### src/hdl/rgbw_led_effect_pixel_generator_top_assert.svh
// ----------------------------------------------------------------------------
// RGBW pixel effect generator - assertion macros
// Concurrent assertion helpers shared by the generator RTL.
// ----------------------------------------------------------------------------
`ifndef RGBW_LED_EFFECT_PIXEL_GENERATOR_TOP_ASSERT_SVH
`define RGBW_LED_EFFECT_PIXEL_GENERATOR_TOP_ASSERT_SVH

`ifndef ASSERT_OFF

// same-cycle implication
`define RGBWFX_ASSERT_IMP(lbl, clk, rstn, ante, cons) \
  lbl: assert property (@(posedge clk) disable iff (!rstn) (ante) |-> (cons)) \
    else $error("rgbwfx: same-cycle implication violated");

// next-cycle implication
`define RGBWFX_ASSERT_NXT(lbl, clk, rstn, ante, cons) \
  lbl: assert property (@(posedge clk) disable iff (!rstn) (ante) |=> (cons)) \
    else $error("rgbwfx: next-cycle implication violated");

`else

`define RGBWFX_ASSERT_IMP(lbl, clk, rstn, ante, cons)
`define RGBWFX_ASSERT_NXT(lbl, clk, rstn, ante, cons)

`endif

`endif

### src/hdl/rgbwfx_pkg.sv
// ----------------------------------------------------------------------------
// RGBW pixel effect generator - package
// Shared payload types, register indexes and effect codes.
// ----------------------------------------------------------------------------
package rgbwfx_pkg;

  localparam int unsigned MaxPixels = 256;   // rainbow spread divisor ceiling
  localparam int unsigned CfgIdxW   = 2;
  localparam int unsigned CfgDataW  = 32;
  localparam int unsigned CntW      = 9;
  localparam int unsigned DivStages = 4;     // stages of the spread divider

  typedef enum logic [CfgIdxW-1:0] {
    RegPowerOn    = 2'd0,
    RegEffectMode = 2'd1,
    RegBaseColor  = 2'd2,
    RegPixelCount = 2'd3
  } cfg_reg_e;

  typedef enum logic [1:0] {
    ModeStatic  = 2'd0,
    ModeBreathe = 2'd1,
    ModeRainbow = 2'd2
  } effect_mode_e;

  typedef struct packed {
    logic [31:0] time_ms;
    logic [7:0]  pixel_index;
  } px_in_t;

  typedef struct packed {
    logic [7:0] pixel_out;
    logic [7:0] red_level;
    logic [7:0] green_level;
    logic [7:0] blue_level;
    logic [7:0] white_level;
  } px_out_t;

endpackage

### src/hdl/rgbwfx_spread_div.sv
// ----------------------------------------------------------------------------
// RGBW pixel effect generator - rainbow spread divider
// Pipelined restoring division of (index * 256) by the pixel count; gives
// the low eight quotient bits after DivStages register stages.
// ----------------------------------------------------------------------------
module rgbwfx_spread_div (
  input  logic                                 clk_i,
  input  logic [rgbwfx_pkg::DivStages-1:0]     en_i,
  input  logic [7:0]                           idx_i,
  input  logic [rgbwfx_pkg::CntW-1:0]          cnt_i,
  output logic [7:0]                           quot_o
);

  localparam int unsigned DvdW          = 16;   // {index, 8'h00}
  localparam int unsigned StepsPerStage = DvdW / rgbwfx_pkg::DivStages;

  logic [rgbwfx_pkg::CntW-1:0] rem_q  [rgbwfx_pkg::DivStages];
  logic [7:0]                  quot_q [rgbwfx_pkg::DivStages];
  logic [7:0]                  idx_q  [rgbwfx_pkg::DivStages-1];

  for (genvar s = 0; s < rgbwfx_pkg::DivStages; s++) begin : g_stage
    logic [rgbwfx_pkg::CntW-1:0] rem_in;
    logic [rgbwfx_pkg::CntW-1:0] rem_d;
    logic [7:0]                  quot_in;
    logic [7:0]                  quot_d;
    logic [7:0]                  idx_in;

    if (s == 0) begin : g_first
      assign rem_in  = '0;
      assign quot_in = '0;
      assign idx_in  = idx_i;
    end else begin : g_next
      assign rem_in  = rem_q[s-1];
      assign quot_in = quot_q[s-1];
      assign idx_in  = idx_q[s-1];
    end

    always_comb begin
      logic [DvdW-1:0]           dvd;
      logic [rgbwfx_pkg::CntW:0] trial;
      logic                      qbit;
      int unsigned               j;
      dvd    = {idx_in, 8'h00};
      rem_d  = rem_in;
      quot_d = quot_in;
      for (int unsigned i = 0; i < StepsPerStage; i++) begin
        j     = s * StepsPerStage + i;
        trial = {rem_d, dvd[4'(DvdW - 1 - j)]};
        if (trial >= {1'b0, cnt_i}) begin
          rem_d = rgbwfx_pkg::CntW'(trial - {1'b0, cnt_i});
          qbit  = 1'b1;
        end else begin
          rem_d = trial[rgbwfx_pkg::CntW-1:0];
          qbit  = 1'b0;
        end
        quot_d = {quot_d[6:0], qbit};
      end
    end

    always_ff @(posedge clk_i) begin
      if (en_i[s]) begin
        rem_q[s]  <= rem_d;
        quot_q[s] <= quot_d;
      end
    end

    if (s < rgbwfx_pkg::DivStages - 1) begin : g_idx
      always_ff @(posedge clk_i) begin
        if (en_i[s]) begin
          idx_q[s] <= idx_in;
        end
      end
    end
  end

  assign quot_o = quot_q[rgbwfx_pkg::DivStages-1];

endmodule

### src/hdl/rgbw_led_effect_pixel_generator_top.sv
// ----------------------------------------------------------------------------
// RGBW pixel effect generator - top level
// Per-pixel RGBW colour for static, breathe and rainbow effects.
// ----------------------------------------------------------------------------
// Usage:
//   Input channel (in_valid_i / in_stall_o / in_data_i) carries one request
//   transaction: a millisecond time stamp and a pixel index. Output channel
//   (out_valid_o / out_stall_i / out_data_o) returns exactly one transaction
//   per request: the echoed index and the red, green, blue and white bytes.
//   A transaction moves on a rising edge with valid high and stall low.
//   out_valid_o rises once the request reaches the last of the eight stages;
//   the pipeline takes a new request every cycle while in_stall_o is low, so
//   throughput is one pixel per clock without back-pressure. Stage depth
//   is set by the 32x21 reciprocal multiply of the breathe phase and by four
//   restoring division steps per stage in the rainbow spread divider.
//   When the receiver stalls, each stage holds its transaction and the
//   bubbles ahead of it fill up; in_stall_o rises only once all eight stages
//   hold valid data and the output is stalled.
//   Configuration (cfg_we_i / cfg_idx_i / cfg_wdata_i) is written by the user
//   only while the block is idle (not enforced). Reset empties the pipeline
//   and returns power off, static mode, black base colour, pixel count 256.
// ----------------------------------------------------------------------------
`include "rgbw_led_effect_pixel_generator_top_assert.svh"

module rgbw_led_effect_pixel_generator_top (
  input  logic                                clk_i,
  input  logic                                rst_ni,
  input  logic                                cfg_we_i,
  input  logic [rgbwfx_pkg::CfgIdxW-1:0]      cfg_idx_i,
  input  logic [rgbwfx_pkg::CfgDataW-1:0]     cfg_wdata_i,
  input  logic                                in_valid_i,
  output logic                                in_stall_o,
  input  rgbwfx_pkg::px_in_t                  in_data_i,
  output logic                                out_valid_o,
  input  logic                                out_stall_i,
  output rgbwfx_pkg::px_out_t                 out_data_o
);

  localparam int unsigned NumStages = 8;

  // breathe: phase = floor((t mod 3060) / 6)
  localparam logic [20:0] BrRecip  = 21'd1403584;  // floor(2^32 / 3060)
  localparam logic [11:0] BrPeriod = 12'd3060;
  localparam logic [15:0] Div6Mul  = 16'd43691;    // ceil(2^18 / 6)
  // rainbow: floor(t / 20) mod 256 = floor(((t mod 5120) >> 2) / 5)
  localparam logic [10:0] Div5Mul  = 11'd1639;     // ceil(2^13 / 5)

  // --------------------------------------------------------------------------
  // Configuration registers
  // --------------------------------------------------------------------------
  logic                            power_on_q;
  logic [1:0]                      effect_mode_q;
  logic [31:0]                     base_color_q;
  logic [rgbwfx_pkg::CntW-1:0]     pixel_count_q;
  logic [rgbwfx_pkg::CntW-1:0]     cnt;

  always_ff @(posedge clk_i or negedge rst_ni) begin
    if (!rst_ni) begin
      power_on_q    <= 1'b0;
      effect_mode_q <= rgbwfx_pkg::ModeStatic;
      base_color_q  <= '0;
      pixel_count_q <= 9'd256;
    end else if (cfg_we_i) begin
      unique case (cfg_idx_i)
        rgbwfx_pkg::RegPowerOn:    power_on_q    <= cfg_wdata_i[0];
        rgbwfx_pkg::RegEffectMode: effect_mode_q <= cfg_wdata_i[1:0];
        rgbwfx_pkg::RegBaseColor:  base_color_q  <= cfg_wdata_i[31:0];
        rgbwfx_pkg::RegPixelCount: pixel_count_q <= cfg_wdata_i[rgbwfx_pkg::CntW-1:0];
      endcase
    end
  end

  // zero count acts as one, large counts saturate
  always_comb begin
    if (pixel_count_q == '0) begin
      cnt = rgbwfx_pkg::CntW'(1);
    end else if (32'(pixel_count_q) > rgbwfx_pkg::MaxPixels) begin
      cnt = rgbwfx_pkg::CntW'(rgbwfx_pkg::MaxPixels);
    end else begin
      cnt = pixel_count_q;
    end
  end

  // --------------------------------------------------------------------------
  // Helpers
  // --------------------------------------------------------------------------
  // x mod 5 for a 22-bit value; 16 = 1 (mod 5) so nibbles fold
  function automatic logic [2:0] mod5_22(input logic [21:0] v);
    logic [6:0] s;
    logic [4:0] f;
    logic [4:0] r;
    s = 7'(v[3:0]) + 7'(v[7:4]) + 7'(v[11:8]) + 7'(v[15:12])
      + 7'(v[19:16]) + 7'(v[21:20]);
    f = 5'(s[3:0]) + 5'(s[6:4]);   // at most 18
    priority if (f >= 5'd15) r = f - 5'd15;
    else if (f >= 5'd10)     r = f - 5'd10;
    else if (f >= 5'd5)      r = f - 5'd5;
    else                     r = f;
    return r[2:0];
  endfunction

  // floor(x / 255), exact for x below 2^16 - 256
  function automatic logic [7:0] div255(input logic [15:0] x);
    logic [16:0] s;
    s = 17'(x) + 17'd1 + 17'(x[15:8]);
    return s[15:8];
  endfunction

  // --------------------------------------------------------------------------
  // Pipeline flow control: a stage loads when empty or when its successor
  // loads, so bubbles are squeezed out under stall.
  // --------------------------------------------------------------------------
  logic [NumStages-1:0] v_q;
  logic [NumStages-1:0] en;

  always_comb begin
    en[NumStages-1] = !v_q[NumStages-1] || !out_stall_i;
    for (int k = NumStages - 2; k >= 0; k--) begin
      en[k] = !v_q[k] || en[k+1];
    end
  end

  assign in_stall_o  = !en[0];
  assign out_valid_o = v_q[NumStages-1];

  always_ff @(posedge clk_i or negedge rst_ni) begin
    if (!rst_ni) begin
      v_q <= '0;
    end else begin
      if (en[0]) begin
        v_q[0] <= in_valid_i;
      end
      for (int k = 1; k < NumStages; k++) begin
        if (en[k]) begin
          v_q[k] <= v_q[k-1];
        end
      end
    end
  end

  // pixel index rides alongside
  logic [7:0] idx_q [NumStages-1];

  always_ff @(posedge clk_i) begin
    if (en[0]) begin
      idx_q[0] <= in_data_i.pixel_index;
    end
    for (int k = 1; k < NumStages - 1; k++) begin
      if (en[k]) begin
        idx_q[k] <= idx_q[k-1];
      end
    end
  end

  // --------------------------------------------------------------------------
  // Stage 0: reciprocal estimate of t / 3060, rainbow time residue
  // --------------------------------------------------------------------------
  logic [31:0] t0_q;
  logic [20:0] q0_q;
  logic [10:0] tv0_q;
  logic [52:0] prod0_d;

  assign prod0_d = 53'(in_data_i.time_ms) * 53'(BrRecip);

  always_ff @(posedge clk_i) begin
    if (en[0]) begin
      t0_q  <= in_data_i.time_ms;
      q0_q  <= prod0_d[52:32];
      tv0_q <= {mod5_22(in_data_i.time_ms[31:10]), in_data_i.time_ms[9:2]};
    end
  end

  // --------------------------------------------------------------------------
  // Stage 1: raw remainder (below twice the period), rainbow time position
  // --------------------------------------------------------------------------
  logic [12:0] rr1_q;
  logic [7:0]  ps1_q;
  logic [32:0] rr1_d;
  logic [21:0] ps1_d;

  assign rr1_d = {1'b0, t0_q} - (33'(q0_q) * 33'(BrPeriod));
  assign ps1_d = 22'(tv0_q) * 22'(Div5Mul);

  always_ff @(posedge clk_i) begin
    if (en[1]) begin
      rr1_q <= rr1_d[12:0];
      ps1_q <= ps1_d[20:13];
    end
  end

  // --------------------------------------------------------------------------
  // Stage 2: remainder correction
  // --------------------------------------------------------------------------
  logic [11:0] r2_q;
  logic [7:0]  ps2_q;
  logic [12:0] r2_d;

  assign r2_d = (rr1_q >= 13'(BrPeriod)) ? (rr1_q - 13'(BrPeriod)) : rr1_q;

  always_ff @(posedge clk_i) begin
    if (en[2]) begin
      r2_q  <= r2_d[11:0];
      ps2_q <= ps1_q;
    end
  end

  // --------------------------------------------------------------------------
  // Stage 3: breathe phase = r / 6
  // --------------------------------------------------------------------------
  logic [8:0]  ph3_q;
  logic [7:0]  ps3_q;
  logic [27:0] ph3_d;

  assign ph3_d = 28'(r2_q) * 28'(Div6Mul);

  always_ff @(posedge clk_i) begin
    if (en[3]) begin
      ph3_q <= ph3_d[26:18];
      ps3_q <= ps2_q;
    end
  end

  // spread divider runs alongside stages 0 to 3
  logic [7:0] spread;

  rgbwfx_spread_div u_spread_div (
    .clk_i  (clk_i),
    .en_i   (en[rgbwfx_pkg::DivStages-1:0]),
    .idx_i  (in_data_i.pixel_index),
    .cnt_i  (cnt),
    .quot_o (spread)
  );

  // --------------------------------------------------------------------------
  // Stage 4: triangle wave product, colour wheel
  // --------------------------------------------------------------------------
  logic [15:0] tx4_q;
  logic [23:0] rgb4_q;
  logic [7:0]  tri4;
  logic [8:0]  mir4;
  logic [7:0]  pos4;
  logic [7:0]  p4;
  logic [7:0]  pw4;
  logic [23:0] rgb4_d;

  assign mir4 = 9'd510 - ph3_q;
  assign tri4 = (ph3_q <= 9'd255) ? ph3_q[7:0] : mir4[7:0];
  assign pos4 = ps3_q + spread;
  assign p4   = 8'd255 - pos4;

  // reversed wheel: three 85-step ramps
  always_comb begin
    if (p4 < 8'd85) begin
      pw4    = 8'(p4 * 8'd3);
      rgb4_d = {8'd255 - pw4, 8'd0, pw4};
    end else if (p4 < 8'd170) begin
      pw4    = 8'((p4 - 8'd85) * 8'd3);
      rgb4_d = {8'd0, pw4, 8'd255 - pw4};
    end else begin
      pw4    = 8'((p4 - 8'd170) * 8'd3);
      rgb4_d = {pw4, 8'd255 - pw4, 8'd0};
    end
  end

  always_ff @(posedge clk_i) begin
    if (en[4]) begin
      tx4_q  <= 16'(tri4) * 16'd191;
      rgb4_q <= rgb4_d;
    end
  end

  // --------------------------------------------------------------------------
  // Stage 5: breathe level, 64 to 255
  // --------------------------------------------------------------------------
  logic [7:0]  lvl5_q;
  logic [23:0] rgb5_q;

  always_ff @(posedge clk_i) begin
    if (en[5]) begin
      lvl5_q <= 8'd64 + div255(tx4_q);
      rgb5_q <= rgb4_q;
    end
  end

  // --------------------------------------------------------------------------
  // Stage 6: channel times level
  // --------------------------------------------------------------------------
  logic [15:0] prod6_q [4];
  logic [23:0] rgb6_q;

  always_ff @(posedge clk_i) begin
    if (en[6]) begin
      for (int k = 0; k < 4; k++) begin
        prod6_q[k] <= 16'(base_color_q[31 - 8*k -: 8]) * 16'(lvl5_q);
      end
      rgb6_q <= rgb5_q;
    end
  end

  // --------------------------------------------------------------------------
  // Stage 7: effect select, output register
  // --------------------------------------------------------------------------
  rgbwfx_pkg::px_out_t out_d;
  rgbwfx_pkg::px_out_t out_q;

  always_comb begin
    out_d.pixel_out = idx_q[NumStages-2];
    if (!power_on_q) begin
      out_d.red_level   = '0;
      out_d.green_level = '0;
      out_d.blue_level  = '0;
      out_d.white_level = '0;
    end else begin
      unique case (effect_mode_q)
        rgbwfx_pkg::ModeBreathe: begin
          out_d.red_level   = div255(prod6_q[0]);
          out_d.green_level = div255(prod6_q[1]);
          out_d.blue_level  = div255(prod6_q[2]);
          out_d.white_level = div255(prod6_q[3]);
        end
        rgbwfx_pkg::ModeRainbow: begin
          out_d.red_level   = rgb6_q[23:16];
          out_d.green_level = rgb6_q[15:8];
          out_d.blue_level  = rgb6_q[7:0];
          out_d.white_level = '0;
        end
        default: begin
          // static, and the spare code behaves as static
          out_d.red_level   = base_color_q[31:24];
          out_d.green_level = base_color_q[23:16];
          out_d.blue_level  = base_color_q[15:8];
          out_d.white_level = base_color_q[7:0];
        end
      endcase
    end
  end

  always_ff @(posedge clk_i) begin
    if (en[NumStages-1]) begin
      out_q <= out_d;
    end
  end

  assign out_data_o = out_q;

  // --------------------------------------------------------------------------
  // Assertions
  // --------------------------------------------------------------------------
  // back-pressure only reaches the input when every stage is occupied
  `RGBWFX_ASSERT_IMP(a_stall_only_when_full, clk_i, rst_ni, in_stall_o, out_stall_i && (&v_q))
  // an empty output stage always lets a request in
  `RGBWFX_ASSERT_IMP(a_accept_when_drained, clk_i, rst_ni, !out_valid_o, !in_stall_o)
  // an accepted transaction occupies the first stage next cycle
  `RGBWFX_ASSERT_NXT(a_accept_enters, clk_i, rst_ni, in_valid_i && !in_stall_o, v_q[0])

endmodule

### config.mk
export PLATFORM = sky130hd
export DESIGN_NAME = rgbw_led_effect_pixel_generator_top
export DESIGN_NICKNAME = d
export VERILOG_FILES = /design/src/hdl/rgbwfx_pkg.sv /design/src/hdl/rgbwfx_spread_div.sv /design/src/hdl/rgbw_led_effect_pixel_generator_top.sv
export VERILOG_INCLUDE_DIRS = /design/src /design/src/hdl
export SDC_FILE = /design/constraint.sdc
export NUM_CORES = 2
export LEC_CHECK = 0
export BUFFER_PORTS_ARGS = -buffer_cell sky130_fd_sc_hd__buf_2
export CAP_MARGIN = 20
export CORE_ASPECT_RATIO = 1.4
export CORE_MARGIN = 2
export CORE_UTILIZATION = 62
export DETAILED_ROUTE_END_ITERATION = 6
export MAX_ROUTING_LAYER = met4
export PLACE_DENSITY = 0.79
export SLEW_MARGIN = 15
export SYNTH_ARGS = -nofsm -noshare
export SYNTH_HDL_FRONTEND = slang
export SYNTH_HIERARCHICAL = 1
export SYNTH_SLANG_ARGS = --single-unit
### constraint.sdc
create_clock -name clk_i -period 12 [get_ports clk_i]
set_clock_uncertainty 0.15 [all_clocks]
set_input_delay 0.6 -clock clk_i [delete_from_list [all_inputs] [get_ports clk_i]]
set_output_delay 0.6 -clock clk_i [all_outputs]
set_load 0.01 [all_outputs]
==> summary.md <==
| Metric | Value |
|---|---|
| CP endpoint kind | `flop` |
| Setup Fix Bufs, Post-CTS | `0` |
| Max-slew violation count | `0` |
| Largest cells by area after synthesis | `edfxtp_1 (24%), fa_1 (20%), ha_1 (19%), inv_1 (7.2%), xnor2_1 (3.5%)` |
| Setup-failing EPs final | `0` |
| Unrepaired setup endpoints after global routing | `false` |
| H-tree levels | `2` |
| Yosys reg bits | `436` |
| Fin crit share | `87.6%` |
| Clk slew on worst S/H paths | `0.07 ns` |
| Post-Route WL | `107 mm` |
| R2r endpoint | `u_spread_div/quot_q[3][0]` |
| Vias | `32800` |
| Worst R2R Setup Slack | `1.49 ns` |
| Row count | `120` |
| Largest family of logic cells by synthesized area | `adder cells` |
| Critical Path End | `u_spread_div/quot_q[3][0]` |
| Crit path max-delay family | `compound AO/OA/AOI/OAI gates` |
| RD Place Congestion | `0.917` |
| Setup TNS | `0 ns` |
| HP Class | `in2reg` |
| Max cap viols | `0` |
| DRT Pass-1 Iters | `6` |
| Synth warnings | `6` |
| Routed len/inst | `18.6 um` |
| Bufs and invs on worst path | `3` |
| WS Path Type | `reg2reg` |
| Starting DRT DRC Count | `1590` |
| Worst Reg-to-Reg Cells | `38` |
| Post-synthesis compound-gate area fraction | `9.12%` |
| Setup crit start kind | `flop` |
| CTS tree | `yes` |
| Yosys top cell by area | `edfxtp_1` |
| Setup crit start | `pixel_count_q[8]` |
| Final Hold Viols | `0` |
| Hold Buf Count CTS | `1` |
| Register area share after synthesis | `26.8%` |
| Cell depth of the worst setup path | `38` |
| Multiplexer area fraction after synthesis | `2.71%` |
| Max Fanout on Critical Path | `14` |
| Number of distinct library cells after synthesis | `90` |
| Root Buffer | `clkbuf_16` |
| Num CTS Buffers | `44` |
| Starting density of the core | `62.6%` |
| Synthesized area per cell | `10.4 um2` |
| Mapped Area | `47800 um2` |
| Xor/xnor share of the synthesized area | `5.33%` |
| Resize count post-CTS | `0` |
| Buffers on Ports | `120` |
| Outcome | `finished, final reports clean` |
| Largest net degree at the start of global routing | `68` |
| Crit path DAT | `10.71 ns` |
| Main synth FF type | `edfxtp_1` |
| Vias in the first global route | `35300` |
| CP max stage cell | `nor2b_1` |
| Clk_lat worst skew | `0.60 ns` |
| ANT nets after route | `0` |
| Maximum clock path buffer count | `3` |
| Post-synth ARST share | `11.9%` |
| Share of the synthesized area in the top cell type | `24.1%` |
| Worst-Margin Slew | `1.03 ns` |
| Initial antenna violation count | `3` |
| Simple-gate share of the synthesized area | `9.07%` |
| Final nets | `5991` |
| RR Startpoint | `pixel_count_q[8]` |
| Share of layout cells above drive strength 1 | `7.60%` |
| GRT overflow | `0` |
| Die Ht | `333 um` |
| Minimum clock period | `10.51 ns` |
| Die width | `239 um` |
| CTS sink cnt | `436` |
| Post-Synthesis Net Count | `5878` |
| Fmax | `95.1 MHz` |
| First-pass GRT wire length | `174 mm` |
| Die Area | `79400 um2` |
| CP max stage delay | `0.82 ns` |
| Post-synthesis adder-cell area fraction | `39.1%` |
| Via density | `5.74` |
| Area grow syn2layout | `6.74%` |
| Final HPWL DP | `85.4 mm` |
| Worst rel slew slack | `31.2%` |
| WP data required | `12.20 ns` |
| Tot GR Track Use | `28.6%` |
| Post-synth EDFFs | `384` |
| # DRC | `0` |
| Ports | `121` |
| Core region area | `76400 um2` |
| Post-Synthesis Cells | `4591` |
==> cells in the final DEF, fill, tap and decap left out, types with 51 or more instances in the layout <==
| cell | instances |
|---|---|
| ha_1 | 734 |
| a21o_1 | 89 |
| fa_1 | 474 |
| a21oi_1 | 159 |
| xor2_1 | 95 |
| buf_2 | 120 |
| edfxtp_1 | 384 |
| nor3_1 | 53 |
| o21ai_0 | 156 |
| nand2_1 | 240 |
| dfrtp_1 | 51 |
| and2_1 | 159 |
| inv_1 | 909 |
| mux2_2 | 94 |
| nor2_1 | 206 |
| xnor2_1 | 191 |
==> state kept, by name, summed over array words and instances (netlist names), 11 cells and up <==
signal,cells
prod6_q,64
idx_q,56
out_data_o,40
base_color_q,32
u_spread_div/rem_q,27
rgb4_q,24
rgb5_q,24
rgb6_q,24
tx4_q,16
rr1_q,13
t0_q,13
r2_q,12
u_spread_div/quot_q,12
q0_q,11
==> per-stage QoR <==
step	setup slack (ns)	instance area (um2)	util [%]	std cells	hold WS (ns)
after floorplan	2.58	47800	-	4591	0.154
after global routing	0.653	51000	66.8	5716	0.0490
final	1.49	51000	66.8	5716	0.0658
after detailed placement	1.62	49600	64.9	5633	0.255
after CTS	1.59	51000	66.8	5713	0.0334
after global placement	1.71	49600	64.9	5633	0.250
==> worst reg2reg max path, delay by kind of cell (launching register included) <==
family	cells	cell delay [ns]
buffers and inverters	3	0.75
AO/OA/AOI/OAI	20	4.57
adder cells (fa/ha/maj)	4	1.34
flip-flops	1	0.43
AND/OR/NAND/NOR	8	1.97
multiplexers	3	1.05
==> worst min-delay path by stage <==
stage	slack, ns	startpoint	cells after the start	end
after detailed placement	0.25	idx_q[0][4]	0	idx_q[1][4]
after global placement	0.25	rgb5_q[22]	0	rgb6_q[22]
after floorplan	0.15	rst_ni	0	base_color_q[0]
after CTS	0.03	in_data_i[0]	1	idx_q[0][0]
after global routing	0.05	in_data_i[2]	1	u_spread_div/idx_q[0][2]
final	0.07	in_data_i[2]	1	idx_q[0][2]
==> cells in the mapped netlist (all sizes together) (51+ instances only) <==
| cell | n |
|---|---|
| a21oi | 162 |
| ha | 734 |
| nor2 | 208 |
| and2 | 159 |
| mux2 | 99 |
| a21o | 89 |
| xor2 | 95 |
| clkbuf | 74 |
| dfrtp | 51 |
| fa | 474 |
| inv | 914 |
| xnor2 | 191 |
| o21ai | 163 |
| edfxtp | 384 |
| nand2 | 243 |
| nor3 | 54 |
==> cell type report <==
cell class,count,area [um2]
diodes,3,7.51
clock buffers,55,1180
clock inverters,24,274
fillers,5769,25400
inverters,914,3430
multi-input cells,3155,31200
flip-flops and latches,436,12800
well taps,976,1220
repair buffers,153,851
==> layer usage <==
metal / wire, um / global-route usage (%)
met3: 4320 / 3.08
met1: 38800 / 30.3
met5: 0 / -
met2: 58000 / 52.9
met4: 5460 / 13.1
==> logic make-up after synthesis <==
kind of cell,Yosys count
muxes,117
adders and majority gates,1208
buffers and inverters,1000
xor gates and xnor gates,288
AOI/OAI and AO/OA,662
DFF,436
and+or+nand+nor,880
Power is left out: the tool's default activity adds up to more than one toggle a clock period on the data nets, which glitch-free logic cannot reach.
